--- config.mk ---
export PLATFORM = sky130hd
export DESIGN_NAME = pdps_ctrl
export DESIGN_NICKNAME = d
export VERILOG_FILES = /design/src/pdps_pkg.sv /design/src/pdps_ctrl.sv
export SDC_FILE = /design/constraint.sdc
export NUM_CORES = 1
export LEC_CHECK = 0
export BUFFER_PORTS_ARGS = -buffer_cell sky130_fd_sc_hd__buf_4
export CAP_MARGIN = 10
export CORE_MARGIN = 2
export CORE_UTILIZATION = 52
export DETAILED_ROUTE_END_ITERATION = 6
export PLACE_DENSITY = 0.81
export SLEW_MARGIN = 20
export SYNTH_ARGS = -nofsm -noshare
export SYNTH_HDL_FRONTEND = slang
export SYNTH_SLANG_ARGS = --single-unit
--- constraint.sdc ---
create_clock -name i_clk -period 1.8 [get_ports i_clk]
set_input_delay 0.27 -clock i_clk [delete_from_list [all_inputs] [get_ports i_clk]]
set_output_delay 0.27 -clock i_clk [all_outputs]
set_load 0.005 [all_outputs]
--- src/pdps_pkg.sv ---
// Shared types, constants and command codes of the Poisson-disk point subsampler.
package pdps_pkg;

    localparam int COORD_BITS     = 20;
    localparam int CAPACITY_DEF   = 64;
    localparam int ITERATIONS_DEF = 30;
    localparam int TGT_W          = 7;
    localparam int TARGET_MAX     = 64;
    localparam int TARGET_RESET   = 16;
    localparam int NUM_W          = 64;
    localparam int RAD_W          = 32;
    localparam int FRAC_SHIFT     = 18;
    localparam int DIV_STEPS      = 64;
    localparam int SQRT_STEPS     = 32;
    localparam int ADDR_W         = 3;
    localparam int DATA_W         = 32;
    localparam logic REG_TARGET   = 1'b0;

    typedef struct packed {
        logic signed [COORD_BITS-1:0] coord_x;
        logic signed [COORD_BITS-1:0] coord_y;
        logic signed [COORD_BITS-1:0] coord_z;
        logic                         last;
    } t_in_beat;

    typedef struct packed {
        logic signed [COORD_BITS-1:0] out_x;
        logic signed [COORD_BITS-1:0] out_y;
        logic signed [COORD_BITS-1:0] out_z;
        logic                         out_last;
    } t_out_beat;

    typedef enum logic [4:0] {
        C_NONE, C_LOAD, C_FAST_INIT, C_NORM_INIT, C_NORM_RD, C_SQ_NORM, C_NORM_ACC,
        C_DIV_INIT, C_DIV_STEP, C_SQRT_INIT, C_SQRT_STEP, C_RINIT, C_RAD, C_RSQ, C_THR,
        C_P_RD, C_P_LAT, C_K_RD, C_K_ST, C_K_SQ, C_K_CMP, C_NEXT_I, C_KEEP, C_UPD,
        C_EM_INIT, C_EM_IDX, C_EM_RD, C_EM_OUT, C_FINISH
    } t_cmd;

    typedef enum logic [4:0] {
        S_LOAD, S_CHECK, S_NRD, S_NSQ, S_NACC, S_DIV_INIT, S_DIV, S_SQRT_INIT, S_SQRT,
        S_RINIT, S_RAD, S_RSQ, S_THR, S_PRD, S_PLAT, S_KCHK, S_KST, S_KSQ, S_KCMP,
        S_PEND, S_EM_IDX, S_EM_RD, S_EM_OUT, S_EM_WAIT
    } t_state;

    typedef struct packed {
        logic cnt_le_t;
        logic i_end;
        logic k_end;
        logic dist_lt_thr;
        logic div_end;
        logic sqrt_end;
        logic kept_eq_t;
        logic round_last;
        logic em_end;
    } t_stat;

endpackage

--- src/pdps_ctrl.sv ---
// Sequencer of the subsampler: loading, norm pass, divide, square root, bisection, emission.
module pdps_ctrl
    import pdps_pkg::*;
(
    input  logic  i_clk,
    input  logic  i_rst_n,
    input  logic  i_in_valid,
    input  logic  i_in_last,
    input  logic  i_out_stall,
    input  t_stat i_stat,
    output t_cmd  o_cmd,
    output logic  o_in_stall,
    output logic  o_out_valid
);

    t_state r_state, n_state;

    always_ff @(posedge i_clk) begin
        if (!i_rst_n) begin
            r_state <= S_LOAD;
        end else begin
            r_state <= n_state;
        end
    end

    always_comb begin
        n_state = r_state;
        unique case (r_state)
            S_LOAD:      if (i_in_valid && i_in_last) n_state = S_CHECK;
            S_CHECK:     n_state = i_stat.cnt_le_t ? S_EM_IDX : S_NRD;
            S_NRD:       n_state = S_NSQ;
            S_NSQ:       n_state = S_NACC;
            S_NACC:      n_state = i_stat.i_end ? S_DIV_INIT : S_NRD;
            S_DIV_INIT:  n_state = S_DIV;
            S_DIV:       if (i_stat.div_end) n_state = S_SQRT_INIT;
            S_SQRT_INIT: n_state = S_SQRT;
            S_SQRT:      if (i_stat.sqrt_end) n_state = S_RINIT;
            S_RINIT:     n_state = S_RAD;
            S_RAD:       n_state = S_RSQ;
            S_RSQ:       n_state = S_THR;
            S_THR:       n_state = S_PRD;
            S_PRD:       n_state = i_stat.i_end ? S_PEND : S_PLAT;
            S_PLAT:      n_state = S_KCHK;
            S_KCHK:      n_state = i_stat.k_end ? S_PRD : S_KST;
            S_KST:       n_state = S_KSQ;
            S_KSQ:       n_state = S_KCMP;
            S_KCMP:      n_state = i_stat.dist_lt_thr ? S_PRD : S_KCHK;
            S_PEND:      n_state = (i_stat.kept_eq_t || i_stat.round_last) ? S_EM_IDX : S_RAD;
            S_EM_IDX:    n_state = S_EM_RD;
            S_EM_RD:     n_state = S_EM_OUT;
            S_EM_OUT:    n_state = S_EM_WAIT;
            S_EM_WAIT:   if (!i_out_stall) n_state = i_stat.em_end ? S_LOAD : S_EM_IDX;
            default:     n_state = S_LOAD;
        endcase
    end

    always_comb begin
        o_cmd       = C_NONE;
        o_in_stall  = (r_state != S_LOAD);
        o_out_valid = (r_state == S_EM_WAIT);
        unique case (r_state)
            S_LOAD:      if (i_in_valid) o_cmd = C_LOAD;
            S_CHECK:     o_cmd = i_stat.cnt_le_t ? C_FAST_INIT : C_NORM_INIT;
            S_NRD:       o_cmd = C_NORM_RD;
            S_NSQ:       o_cmd = C_SQ_NORM;
            S_NACC:      o_cmd = C_NORM_ACC;
            S_DIV_INIT:  o_cmd = C_DIV_INIT;
            S_DIV:       o_cmd = C_DIV_STEP;
            S_SQRT_INIT: o_cmd = C_SQRT_INIT;
            S_SQRT:      o_cmd = C_SQRT_STEP;
            S_RINIT:     o_cmd = C_RINIT;
            S_RAD:       o_cmd = C_RAD;
            S_RSQ:       o_cmd = C_RSQ;
            S_THR:       o_cmd = C_THR;
            S_PRD:       o_cmd = i_stat.i_end ? C_NONE : C_P_RD;
            S_PLAT:      o_cmd = C_P_LAT;
            S_KCHK:      o_cmd = i_stat.k_end ? C_KEEP : C_K_RD;
            S_KST:       o_cmd = C_K_ST;
            S_KSQ:       o_cmd = C_K_SQ;
            S_KCMP:      o_cmd = i_stat.dist_lt_thr ? C_NEXT_I : C_K_CMP;
            S_PEND:      o_cmd = (i_stat.kept_eq_t || i_stat.round_last) ? C_EM_INIT : C_UPD;
            S_EM_IDX:    o_cmd = C_EM_IDX;
            S_EM_RD:     o_cmd = C_EM_RD;
            S_EM_OUT:    o_cmd = C_EM_OUT;
            S_EM_WAIT:   if (!i_out_stall && i_stat.em_end) o_cmd = C_FINISH;
            default:     o_cmd = C_NONE;
        endcase
    end

endmodule

## Word level (Yosys, flattened, before mapping)

Cells that the tools add are included.

- Flip-flop bits (word level): 5
- Bits in latches: 0
- RAM bits: 0
- Memory bits (read-only): 0
- Bits of input ports: 14
- Output and inout port bits: 7
- Logic and storage cells: 55
- Memories: 0

- $add $sub $neg: 0
- Multiply operators: 0
- Div/mod/pow operators: 0
- Magnitude comparators: 0
- Eq/ne operators: 27
- Shift operators: 0
- Muxes and demuxes: 20
- Bitwise operators: 0
- Reductions and logical operators: 7

Operators with widths:

| cell | number |
|---|---|
| 5-bit one-hot mux with 24 select lines | 2 |
| 5-bit 2-to-1 mux | 10 |
| 5-bit by 4-bit equality test with 1-bit output, second input constant | 8 |
| 5-bit equality test, second input constant | 8 |
| 5-bit by 3-bit equality test with 1-bit output, second input constant | 4 |
| 5-bit by 2-bit equality test with 1-bit output, second input constant | 2 |
| 4-bit 2-to-1 mux | 2 |
| 2-bit inequality test, second input constant | 4 |
| 3-bit 2-to-1 mux | 2 |
| 5-bit by 1-bit equality test with 1-bit output, second input constant | 1 |
| 5-bit zero test | 1 |
| 5-bit nonzero test | 1 |
| 4-bit AND reduction | 1 |
| 1-bit 2-to-1 mux | 3 |
| 1-bit logical AND | 2 |
| 2-bit 2-to-1 mux | 1 |
| 1-bit zero test | 1 |
| 1-bit logical OR | 1 |

## Logic depth before layout (Yosys ltp)

Gate-level depths: netlist of the first run.

- Depth after elaboration: 4
- Gate-level depth with buffers: 6
- Mapped depth without buffers: 4

## Least setup slack after synthesis of the first run

OpenSTA, ideal clock, no wires.

- Path kind: register to output
- Start point: reg r_state[4]
- End point: out o_cmd[2]
- Arrival: 1.208 ns
- Required time: 1.530 ns
- Slack: 0.322 ns
- Stages on the path, launching flop included: 5
- Path buffers: 0
- Cell sequence: dfxtp_1 > or3b_4 > nor4_4 > nand3b_1 > a211o_1

- Cells in the longest elaborated chain, start to end: 2
- Elaborated cells on any way between the ends: 25
- Classes of those cells: eq/ne (23); mux (1); reduce/logical (1)

RTL lines:

| element | line | source |
|---|---|---|
| from (decl) | pdps_ctrl.sv:16 | `t_state r_state, n_state;` |
| from (signal assigned) | pdps_ctrl.sv:22 | `r_state <= n_state;` |
| 5-bit equality test (tied with other cells) | pdps_ctrl.sv:61 | `unique case (r_state)` |
| 5-bit one-hot mux with 24 select lines (*) | pdps_ctrl.sv:61 |  |
| to (decl) | pdps_ctrl.sv:11 | `output t_cmd o_cmd,` |

Every way passes the cells marked *; elsewhere a longest branch is shown, timed or not.

## Final worst setup path of the first run

- Start point: reg r_state[3]
- End point: out o_cmd[2]

Same word-level chain as after synthesis.

==> results of run 1 <==
what timing repair did:
action	in CTS	in global routing
pin swaps	4	0
setup buffers	8	1
endpoints found under the setup margin	4	5
resized for setup	19	5
power groups by stage:
stage | Combinational [W] | Sequential (W) | Clock (W)
after floorplan | 0.000683 | 0.000172 | 0
after global placement | 0.00101 | 0.000209 | 0
after detailed placement | 0.00103 | 0.000210 | 0
after CTS | 0.00116 | 0.000228 | 0.000135
after global routing | 0.00133 | 0.000238 | 0.000144
final | 0.00125 | 0.000230 | 0.000128
metrics by stage:
stage	cell area [µm²]	total power, W	std cells	worst slack [ns]
4_1_cts	1160	0.00152	163	-0.118
3_5_place_dp	1020	0.00124	151	0.0930
2_1_floorplan	812	0.000855	113	0.322
6_report	1190	0.00161	164	-0.124
3_3_place_gp	1020	0.00122	151	0.122
5_1_grt	1190	0.00171	164	-0.173
worst max-delay path by stage:
stage / to / depth (start not counted)
global route: o_cmd[2] / 5
CTS: o_cmd[2] / 5
floorplan: o_cmd[2] / 4
detailed placement: o_cmd[2] / 6
finish: o_cmd[2] / 5
global placement: o_cmd[0] / 6
worst reg2reg max path: stages, from the launching register on:
cell     delay (ns)
dfxtp_4        0.36
or3b_4         0.45
nor4_4         0.21
a31oi_1        0.11
buf_4          0.16
buf_4          0.12
buf_4          0.12
a41oi_2        0.12
routing by layer:
| layer | vias to the layer above | track usage [%] | routed length (µm) |
|---|---|---|---|
| met5 | - | 0 | 0 |
| met4 | 0 | 9.09 | 71 |
| met3 | 14 | 9.17 | 299 |
| met2 | 83 | 51.9 | 1310 |
| met1 | 465 | 41.1 | 1130 |
| li1 | 496 | - | - |
area by class of cell:
type,count,area share [%]
multi-input combinational,93,56.5
timing repair buffer,40,27.9
sequential,5,9.80
clock buffer,4,2.21
inverter,6,1.90
tap,16,1.69
synthesized netlist by cell type, types with 2 or more instances:
cell,count
and3_1,3
xnor2_1,2
inv_2,2
a31oi_1,5
nand4_1,3
nand3b_1,2
o21a_1,2
a21oi_1,6
buf_2,5
nor2b_1,5
a211o_1,2
nand3_1,3
o21ai_1,2
nand2_1,7
nor3_1,2
nor3b_1,4
o21ai_0,7
mux2i_1,2
buf_6,2
inv_1,4
dfxtp_1,5
and2b_1,2
nor4b_1,2
or3_1,3
nor2_1,8
cell families (layout without fill, tap and decap cells):
| logic type | after synthesis | count (layout) | synth area share (%) |
|---|---|---|---|
| flip-flops | 5 | 5 | 12.3 |
| AO/OA/AOI/OAI | 36 | 36 | 31.1 |
| AND/OR/NAND/NOR | 53 | 53 | 41.9 |
| multiplexers | 2 | 2 | 2.47 |
| XOR/XNOR | 2 | 2 | 2.16 |
| buffers and inverters | 15 | 50 | 10.0 |
==> summary.md, run 1 <==
| Metric | Value |
|---|---|
| Status | complete, but fails checks |
| Failing checks | setup timing |
| Largest register FFs | 5 |
| Post-layout minimum cycle time | 1.92 ns |
| WHS Endpoint | r_state[3] |
| WL final | 2810 µm |
| Routed WL per cell | 17.1 µm |
| DRT Pass-1 Iters | 5 |
| Commonest non-fill, non-tap cell in the layout | buf_4 |
| FILL cells | 98 |
| Max Fclk | 520 MHz |
| Sequential share of power | 14.3% |
| Number of top-level pins | 21 |
| Clock skew | 0.00467 ns |
| Cell count after synthesis | 113 |
| Number of global-route vias before repair | 976 |
| Asr flop ratio synth | 0% |
| CTS Root Cell | clkbuf_4 |
| Crit Path Class | flop to output pin |
| Hold_sp | i_rst_n |
| Cell Chain, Critical Path | or3b_4, nor4_4, nand3b_1, a211o_1, buf_4 |
| Worst reg2reg path depth | 7 |
| Commonest non-fill, non-tap cells in the layout | buf_4 (36), nor2_1 (8), o21ai_0 (7), nand2_1 (6) |
| Crit start category | flop |
| Comb pwr share | 77.8% |
| Pwr/cell area | 1360 nW/µm² |
| Die area | 1890 µm² |
| Yosys top cell by area | dfxtp_1 |
| Reg clk slew, reported paths | 0.04 ns |
| Maximum VDD drop | 0.909 mV |
| Post-Syn Area | 812 µm² |
| Crit. End Element | output pin |
| Setup_tns | -0.239 ns |
| Gr usage total | 31.9% |
| Leak pwr | 0.510 nW |
| GPL Wtd Cong | 1.06 |
| Internal power | 0.000899 W |
| Routed vias | 1058 |
| Die height | 43.5 µm |
| Syn Nets | 127 |
| Slowest cell on crit path | or3b_4 |
| Count of cells along the worst hold path | 2 |
| Clock power frac | 7.9% |
| Die X | 43.5 µm |
| CP max stage delay | 0.45 ns |
| Clock sink count | 5 |
| Top reg by flops | r_state |
| Final Hold Vio Count | 0 |
| EDFF count, synth | 0 |
| Final core utilization | 79.7% |
| Post-CTS Hold Fix Bufs | 0 |
| Largest net degree at the start of global routing | 19 |
| Number of synthesized register bits | 5 |
| Num CTS Buffers | 3 |
| Synth area leaders | dfxtp_1 (12%), o21ai_0 (4.3%), a31oi_1 (3.9%) |
| Hold Crit Class | input port to flop |
| Starting density of the core | 54.5% |
| Slew @ Worst Pin | 0.424 ns |
| CP Data Required Time | 1.53 ns |
| Worst R2R Setup Slack | 0.07 ns |
| Setup WS post-layout | -0.124 ns |
| Worst R2R End | r_state[1] |
| Syn Area/Cell | 7.19 µm² |
| Cell variety after synth | 48 |
| Switching part of the total power | 44.2% |
| CTS tree | yes |
| Max Root-Sink Buffers | 2 |
| Slew Viols, Final | 0 |
| Crit path buffers/inverters | 1 |
| Total gr overflow | 0 |
| P_sw | 0.000713 W |
| Setup violators final | 4 |
| Row cnt | 14 |
| Setup crit start | r_state[3] |
| RSZ-0062 raised after global routing | true |
| Max-cap viol count | 0 |
| Ant. Diodes | 0 |
| Share of layout cells above drive strength 1 | 43.9% |
| DP HPWL | 1930 µm |
| CP arrival | 1.65 ns |
| DR vias/cell | 6.45 |
| Final nets | 163 |
| CTS H-tree lvls | 1 |
| Slew headroom | 71.6% |
| Clock latency at the later pin of the worst-skew pair | 0.24 ns |
| Worst path top cell family by delay | simple AND/OR/NAND/NOR gates |
| Hold Worst Slack | 0.279 ns |
| Final Cycle Share | 107% |
| Initial DRC count | 74 |
| Buffers on Ports | 20 |
| FF/Latch Area | 116 µm² |
| Initial antenna violation count | 0 |
| DRC violations left | 0 |
| First-pass GRT wire length | 4520 µm |
| CP max FO | 7 |
| Most used DFF post-synth | dfxtp_1 |
| Register area share after synthesis | 12.3% |
| Multi-input logic area | 671 µm² |
| Warnings from Yosys | 0 |
| Largest regs | r_state: 5 flops |
| Share of the synthesized area in the top cell type | 12.3% |
| Reg-to-Reg Start | r_state[3] |
| Area delta synth->final | 46.2% |
| Final ANT Viol Nets | 0 |
| Core area | 1490 µm² |
Note: power is estimated with default switching activity, not from simulation.
==> run 2: changes to the inputs <==
Settings changed: ABC_AREA set to 1, CORE_UTILIZATION 52 to 50, PLACE_DENSITY 0.81 to 0.79.
Clock period 1.8 ns to 2.1 ns, I/O delays scaled along.
==> run 2 against run 1 <==
The run now ends clean. Core utilization fell by 15 points. Sequential share of layout area rose by 1.1 points. Critical endpoint is now o_cmd[1]. Clock skew rose by 0.015 ns. Critical path type unchanged.
==> summary.md, run 2 <==
| Metric | Value |
|---|---|
| Status | finished clean (was complete, but fails checks) |
| Syn Nets | 166 (was 127) |
| CTS tree | yes (unchanged) |
| Asr flop ratio synth | 0% (unchanged) |
| Synth area leaders | nand2_1 (23%), nor2_1 (14%), dfxtp_1 (13%) (was dfxtp_1 (12%), o21ai_0 (4.3%), a31oi_1 (3.9%)) |
| Crit Path Class | flop to output pin (unchanged) |
| Slew Viols, Final | 0 (unchanged) |
| Ant. Diodes | 0 (unchanged) |
| GRT met2 Usage | 47.2% (was 51.9%) |
| CP Data Required Time | 1.78 ns (was 1.53 ns) |
| Cell Chain, Critical Path | nor2_1, nand2_2, inv_1, nand2_1, nand2_1, nor4_1, nand3_1, buf_4 (was or3b_4, nor4_4, nand3b_1, a211o_1, buf_4) |
| Clock latency at the later pin of the worst-skew pair | 0.27 ns (was 0.24 ns) |
| Setup violators final | 0 (was 4) |
| Num CTS Buffers | 3 (unchanged) |
| Largest regs | r_state: 5 flops (unchanged) |
| Maximum VDD drop | 0.828 mV (was 0.909 mV) |
| EDFF count, synth | 0 (unchanged) |
| Area delta synth->final | 23.2% (was 46.2%) |
| Initial DRC count | 44 (was 74) |
| Leak pwr | 0.549 nW (was 0.510 nW) |
| Slowest cell on crit path | dfxtp_2 (was or3b_4) |
| CTS H-tree lvls | 1 (unchanged) |
| Clock skew | 0.0198 ns (was 0.00467 ns) |
| Post-CTS Hold Fix Bufs | 0 (unchanged) |
| P_sw | 0.000379 W (was 0.000713 W) |
| DRC violations left | 0 (unchanged) |
| Buffers on Ports | 20 (unchanged) |
| Yosys top cell by area | nand2_1 (was dfxtp_1) |
| CP max FO | 9 (was 7) |
| Share of the synthesized area in the top cell type | 23.2% (was 12.3%) |
| Slew @ Worst Pin | 0.324 ns (was 0.424 ns) |
| Cell count after synthesis | 152 (was 113) |
| Max-cap viol count | 0 (unchanged) |
| DRT Pass-1 Iters | 4 (was 5) |
| Non-filler cells in the finished layout | 190 (was 164) |
| Syn Area/Cell | 5.10 µm² (was 7.19 µm²) |
| CP arrival | 1.70 ns (was 1.65 ns) |
| Top-count cell post-synth | nand2_1 (was nor2_1) |
| Comb pwr share | 62.9% (was 77.8%) |
| Placed Cells | 186 (was 151) |
| Commonest non-fill, non-tap cell in the layout | nand2_1 (was buf_4) |
| Final Cycle Share | 95.9% |
| Most used DFF post-synth | dfxtp_1 (unchanged) |
| Final ANT Viol Nets | 0 (unchanged) |
| Post-synthesis xor/xnor area fraction | 0% (was 2.16%) |
| First-pass GRT wire length | 4060 µm (was 4520 µm) |
| Post-synth top cells | nand2_1 (48), nor2_1 (28), inv_1 (17), nand3_1 (17), a21oi_1 (8) (was nor2_1 (8), nand2_1 (7), o21ai_0 (7)) |
| Die height | 43.4 µm (was 43.5 µm) |
| DP HPWL | 2050 µm (was 1930 µm) |
| Synth Area in Adders | 0% (unchanged) |
| Crit. End Element | output pin (unchanged) |
| Row cnt | 14 (unchanged) |
| Final Hold Vio Count | 0 (unchanged) |
| Clock power frac | 16.2% (was 7.9%) |
| Clock sink count | 5 (unchanged) |
| Cell variety after synth | 22 (was 48) |
| Die area | 1880 µm² (was 1890 µm²) |
| Post-Syn Area | 776 µm² (was 812 µm²) |
| Hold Crit Class | input port to flop (unchanged) |
| Reg clk slew, reported paths | 0.06 ns (was 0.04 ns) |
| Number of top-level pins | 21 (unchanged) |
| Routed vias | 1065 (was 1058) |
| Slew headroom | 78.3% (was 71.6%) |
| Largest register FFs | 5 (unchanged) |
| Setup_tns | 0 ns (was -0.239 ns) |
| Core area | 1470 µm² (was 1490 µm²) |
| Number of synthesized register bits | 5 (unchanged) |
| CP max stage delay | 0.42 ns (was 0.45 ns) |
| Worst slack, placed | 0.238 ns (was 0.0930 ns) |
| Largest net degree at the start of global routing | 10 (was 19) |
| Warnings from Yosys | 0 (unchanged) |
| Crit start category | flop (unchanged) |
| Max Root-Sink Buffers | 2 (unchanged) |
| Die X | 43.4 µm (was 43.5 µm) |
| Top reg by flops | r_state (unchanged) |
| Setup WS post-layout | 0.0867 ns (was -0.124 ns) |
| Cell mode on critical path | nand2_1 |
| Internal power | 0.000392 W (was 0.000899 W) |
| Register area share after synthesis | 12.9% (was 12.3%) |
| Simple-Gate Fraction of Synth Area | 59.7% (was 41.9%) |
| Top Usage Layer GRT | met2 (unchanged) |
| Total power | 0.000771 W (was 0.00161 W) |
| Commonest non-fill, non-tap cells in the layout | nand2_1 (47), nor2_1 (28), buf_4 (20), nand3_1 (17), inv_1 (16) (was buf_4 (36), nor2_1 (8), o21ai_0 (7), nand2_1 (6)) |
| M1 GR Usage | 35.2% (was 41.1%) |
| Max Fclk | 497 MHz |
| Starting density of the core | 52.7% (was 54.5%) |
| GPL Wtd Cong | 1.03 (was 1.06) |
| Mux contribution to synthesized area | 0% (was 2.47%) |
| Pwr/cell area | 806 nW/µm² (was 1360 nW/µm²) |
| DR vias/cell | 5.61 (was 6.45) |
| Number of global-route vias before repair | 939 (was 976) |
| WL final | 2500 µm (was 2810 µm) |
| Total gr overflow | 0 (unchanged) |
| Post-layout minimum cycle time | 2.01 ns |
| Routed WL per cell | 13.1 µm (was 17.1 µm) |
| CTS Root Cell | clkbuf_4 (unchanged) |
| Final nets | 189 (was 163) |
| Share of layout cells above drive strength 1 | 23.6% (was 43.9%) |
| Switching part of the total power | 49.1% (was 44.2%) |
| Gr usage total | 28.8% (was 31.9%) |
| Final core utilization | 65.0% (was 79.7%) |
| Sequential share of power | 21.0% (was 14.3%) |
| Initial antenna violation count | 0 (unchanged) |
| GR Util met3 | 5.83% (was 9.17%) |
| Complex-gate fraction of the synthesized area | 14.8% (was 31.1%) |
| Largest family of logic cells by synthesized area | simple AND/OR/NAND/NOR gates (unchanged) |
-- run 2: changes by cell type in the layout (fill, tap and decap cells not counted), sizes merged, moves of 4 or more --
cell,previous run,this run
nor3b,4,0
nand3,3,17
nand2,7,51
nor2b,5,0
buf,40,20
a31oi,5,0
nor2,8,32
inv,6,20
-- run 2: timing repair --
item | 4_1_cts | 5_1_grt
setup endpoints to repair | 2 | 4
gates cloned | 0 | 0
resized for setup | 1 | 4
buffers inserted | 0 | 0
-- run 2: per-stage QoR --
stage	hold WS [ns]	instance area (µm²)
2_1_floorplan	0.491	776
3_3_place_gp	0.631	923
3_5_place_dp	0.627	923
4_1_cts	0.346	951
5_1_grt	0.380	956
6_report	0.347	956
-- run 2: power groups by stage --
stage / clock, W / combinational [W] / sequential (W)
floorplan: 0 / 0.000341 / 0.000131
global placement: 0 / 0.000472 / 0.000155
detailed placement: 0 / 0.000472 / 0.000157
CTS: 0.000127 / 0.000475 / 0.000156
global route: 0.000129 / 0.000543 / 0.000167
finish: 0.000125 / 0.000484 / 0.000162
-- run 2: logic make-up (layout without fill, tap and decap cells) --
group           Yosys count  count (layout)
flops                     5               5
buf+inv                  22              44
simple gates            106             106
compound gates           19              19
-- run 2: metal layers --
metal / vias up / wire (µm)
li1: 535 / -
met1: 452 / 1000
met2: 64 / 1130
met3: 14 / 225
met4: 0 / 136
met5: - / 0
-- run 2: path summary, 6_finish.rpt --
check                  start          to  slack (ns)  depth (start not counted)
hold / removal       i_rst_n  r_state[2]        0.35                          3
hold reg to reg   r_state[2]  r_state[2]        0.60                          2
setup reg to reg  r_state[0]  r_state[2]        0.65                          9
setup / recovery  r_state[0]    o_cmd[1]        0.09                          8
-- run 2: area by class of cell --
class                           instances  area (µm²)
Fill cell                             167         515
Timing Repair Buffer                   20         150
Inverter                               20        75.1
Tap cell                               16        20.0
Multi-Input combinational cell        125         581
Clock buffer                            4        26.3
Sequential cell                         5         104
-- run 2: critical path: cells and delay by family (launching register included) --
family | cells | cell delay [ns]
simple gates | 6 | 0.81
flops | 1 | 0.42
buf+inv | 2 | 0.21
==> run 3: changes to the inputs <==
Settings changed: PLACE_DENSITY 0.79 to 0.82.
==> run 3 against run 2 <==
Register-to-register slack got worse by 0.09 ns. Worst setup slack got worse by 0.048 ns. Die area did not move. Clock power fell by 14%. Via count rose by 5.3%. Cell count did not move. Critical path type unchanged. Largest cell class unchanged. Largest power group unchanged. Highest routed layer unchanged.
==> summary.md, run 3 (synthesized netlist as in run 2, its figures left out) <==
| Metric | Value |
|---|---|
| Status | finished clean (unchanged) |
| Final Hold Vio Count | 0 (unchanged) |
| Setup violators final | 0 (unchanged) |
| Post-layout minimum cycle time | 2.06 ns (was 2.01 ns) |
| Setup_tns | 0 ns (unchanged) |
| WL final | 2510 µm (was 2500 µm) |
| Core area | 1470 µm² (unchanged) |
| First-pass GRT wire length | 4020 µm (was 4060 µm) |
| Crit Path Class | flop to output pin (unchanged) |
| Crit. End Element | output pin (unchanged) |
| Routed WL per cell | 13.2 µm (was 13.1 µm) |
| Commonest non-fill, non-tap cells in the layout | nand2_1 (47), nor2_1 (28), buf_4 (20), nand3_1 (17), inv_1 (16) (unchanged) |
| Die X | 43.4 µm (unchanged) |
| Reg clk slew, reported paths | 0.04 ns (was 0.06 ns) |
| Crit start category | flop (unchanged) |
| DR vias/cell | 5.90 (was 5.61) |
| Die area | 1880 µm² (unchanged) |
| Num CTS Buffers | 3 (unchanged) |
| Starting density of the core | 52.7% (unchanged) |
| CTS Root Cell | clkbuf_4 (unchanged) |
| Final nets | 189 (unchanged) |
| GPL Wtd Cong | 1.00 (was 1.03) |
| Ant. Diodes | 0 (unchanged) |
| Maximum VDD drop | 0.579 mV (was 0.828 mV) |
| CP max FO | 8 (was 9) |
| Row cnt | 14 (unchanged) |
| Post-CTS setup buffers | 0 (unchanged) |
| Initial DRC count | 77 (was 44) |
| DRC violations left | 0 (unchanged) |
| Largest net degree at the start of global routing | 10 (unchanged) |
| Total gr overflow | 0 (unchanged) |
| Final core utilization | 65.1% (was 65.0%) |
| CTS H-tree lvls | 1 (unchanged) |
| Slew @ Worst Pin | 0.297 ns (was 0.324 ns) |
| Number of global-route vias before repair | 1023 (was 939) |
| RSZ-0062 raised after global routing | false |
| Number of top-level pins | 21 (unchanged) |
| Final ANT Viol Nets | 0 (unchanged) |
| Clock skew | 0.00212 ns (was 0.0198 ns) |
| Max-cap viol count | 0 (unchanged) |
| DP HPWL | 2080 µm (was 2050 µm) |
| Slew Viols, Final | 0 (unchanged) |
| Top reg by flops | r_state (unchanged) |
| Leak pwr | 0.550 nW (was 0.549 nW) |
| Worst reg2reg path depth | 9 (unchanged) |
| Non-filler cells in the finished layout | 190 (unchanged) |
| Initial antenna violation count | 0 (unchanged) |
| CTS tree | yes (unchanged) |
| Post-Layout Inst Area | 957 µm² (was 956 µm²) |
| Share of layout cells above drive strength 1 | 24.1% (was 23.6%) |
| Largest register FFs | 5 (unchanged) |
| Clock latency at the later pin of the worst-skew pair | 0.24 ns (was 0.27 ns) |
| Buffers on Ports | 20 (unchanged) |
| Pwr/cell area | 792 nW/µm² (was 806 nW/µm²) |
| Slew headroom | 80.1% (was 78.3%) |
| Area delta synth->final | 23.4% (was 23.2%) |
| Count of cells along the worst hold path | 3 (unchanged) |
| Placed Cells | 186 (unchanged) |
| Max Fclk | 485 MHz (was 497 MHz) |
| Commonest non-fill, non-tap cell in the layout | nand2_1 (unchanged) |
| Hold Crit Class | input port to flop (unchanged) |
| Die height | 43.4 µm (unchanged) |
| CP arrival | 1.75 ns (was 1.70 ns) |
| Hold Worst Slack | 0.374 ns (was 0.347 ns) |
| Placed cell area | 923 µm² (unchanged) |
| DRT Pass-1 Iters | 5 (was 4) |
| Routed vias | 1121 (was 1065) |
| CP Data Required Time | 1.78 ns (about the same) |
| Gr usage total | 28.3% (was 28.8%) |
| Max Root-Sink Buffers | 2 (unchanged) |
| Final Cycle Share | 98.1% (was 95.9%) |
| Largest regs | r_state: 5 flops (unchanged) |
| Clock sink count | 5 (unchanged) |
==> run 3: cell counts in the layout (fill, tap and decap cells not counted) <==
No cell type changed its count.
==> run 3: layout make-up <==
cell class | instances | area [µm²]
multi-input combinational | 125 | 581
fill | 150 | 514
timing repair buffer | 20 | 150
sequential | 5 | 105
inverter | 20 | 75.1
clock buffer | 4 | 26.3
tap | 16 | 20.0
==> run 3: worst max-delay path, stage by stage (launching register included) <==
cell	delay [ns]
dfxtp_2	0.41
inv_2	0.10
nand2_2	0.13
inv_1	0.07
nand2_1	0.10
nand2_1	0.09
nor4_1	0.31
nand3_1	0.13
buf_4	0.16
==> run 3: where the power goes <==
| group | internal (W) | switching (W) |
|---|---|---|
| Combinational | 0.000201 | 0.000284 |
| Sequential | 0.000120 | 0.0000453 |
| Clock | 0.0000717 | 0.0000368 |
==> run 3: metrics by stage <==
stage	setup WS, ns	power (W)
2_1_floorplan	0.615	0.000473
3_3_place_gp	0.128	0.000632
3_5_place_dp	0.138	0.000631
4_1_cts	0.0410	0.000753
5_1_grt	0.0198	0.000826
6_report	0.0390	0.000758
==> run 3: metal layers <==
| metal | GRT usage (%) | wire length [µm] | up-vias |
|---|---|---|---|
| met5 | 0 | 0 | - |
| met4 | 13.9 | 97 | 0 |
| met3 | 3.75 | 197 | 16 |
| met2 | 49.0 | 1210 | 76 |
| met1 | 34.3 | 1000 | 487 |
| li1 | - | - | 542 |
==> run 3: final timing paths <==
path / from / endpoint / slack, ns
max: r_state[4] / o_cmd[1] / 0.04
min: i_rst_n / r_state[1] / 0.37
max reg2reg: r_state[4] / r_state[2] / 0.56
min reg2reg: r_state[2] / r_state[1] / 0.60
==> run 3: what timing repair did <==
item | CTS | global route
gates resized for setup | 3 | 3
endpoints found under the setup margin | 1 | 3
hold endpoints to repair | 0 | 0
hold buffers | 0 | 0
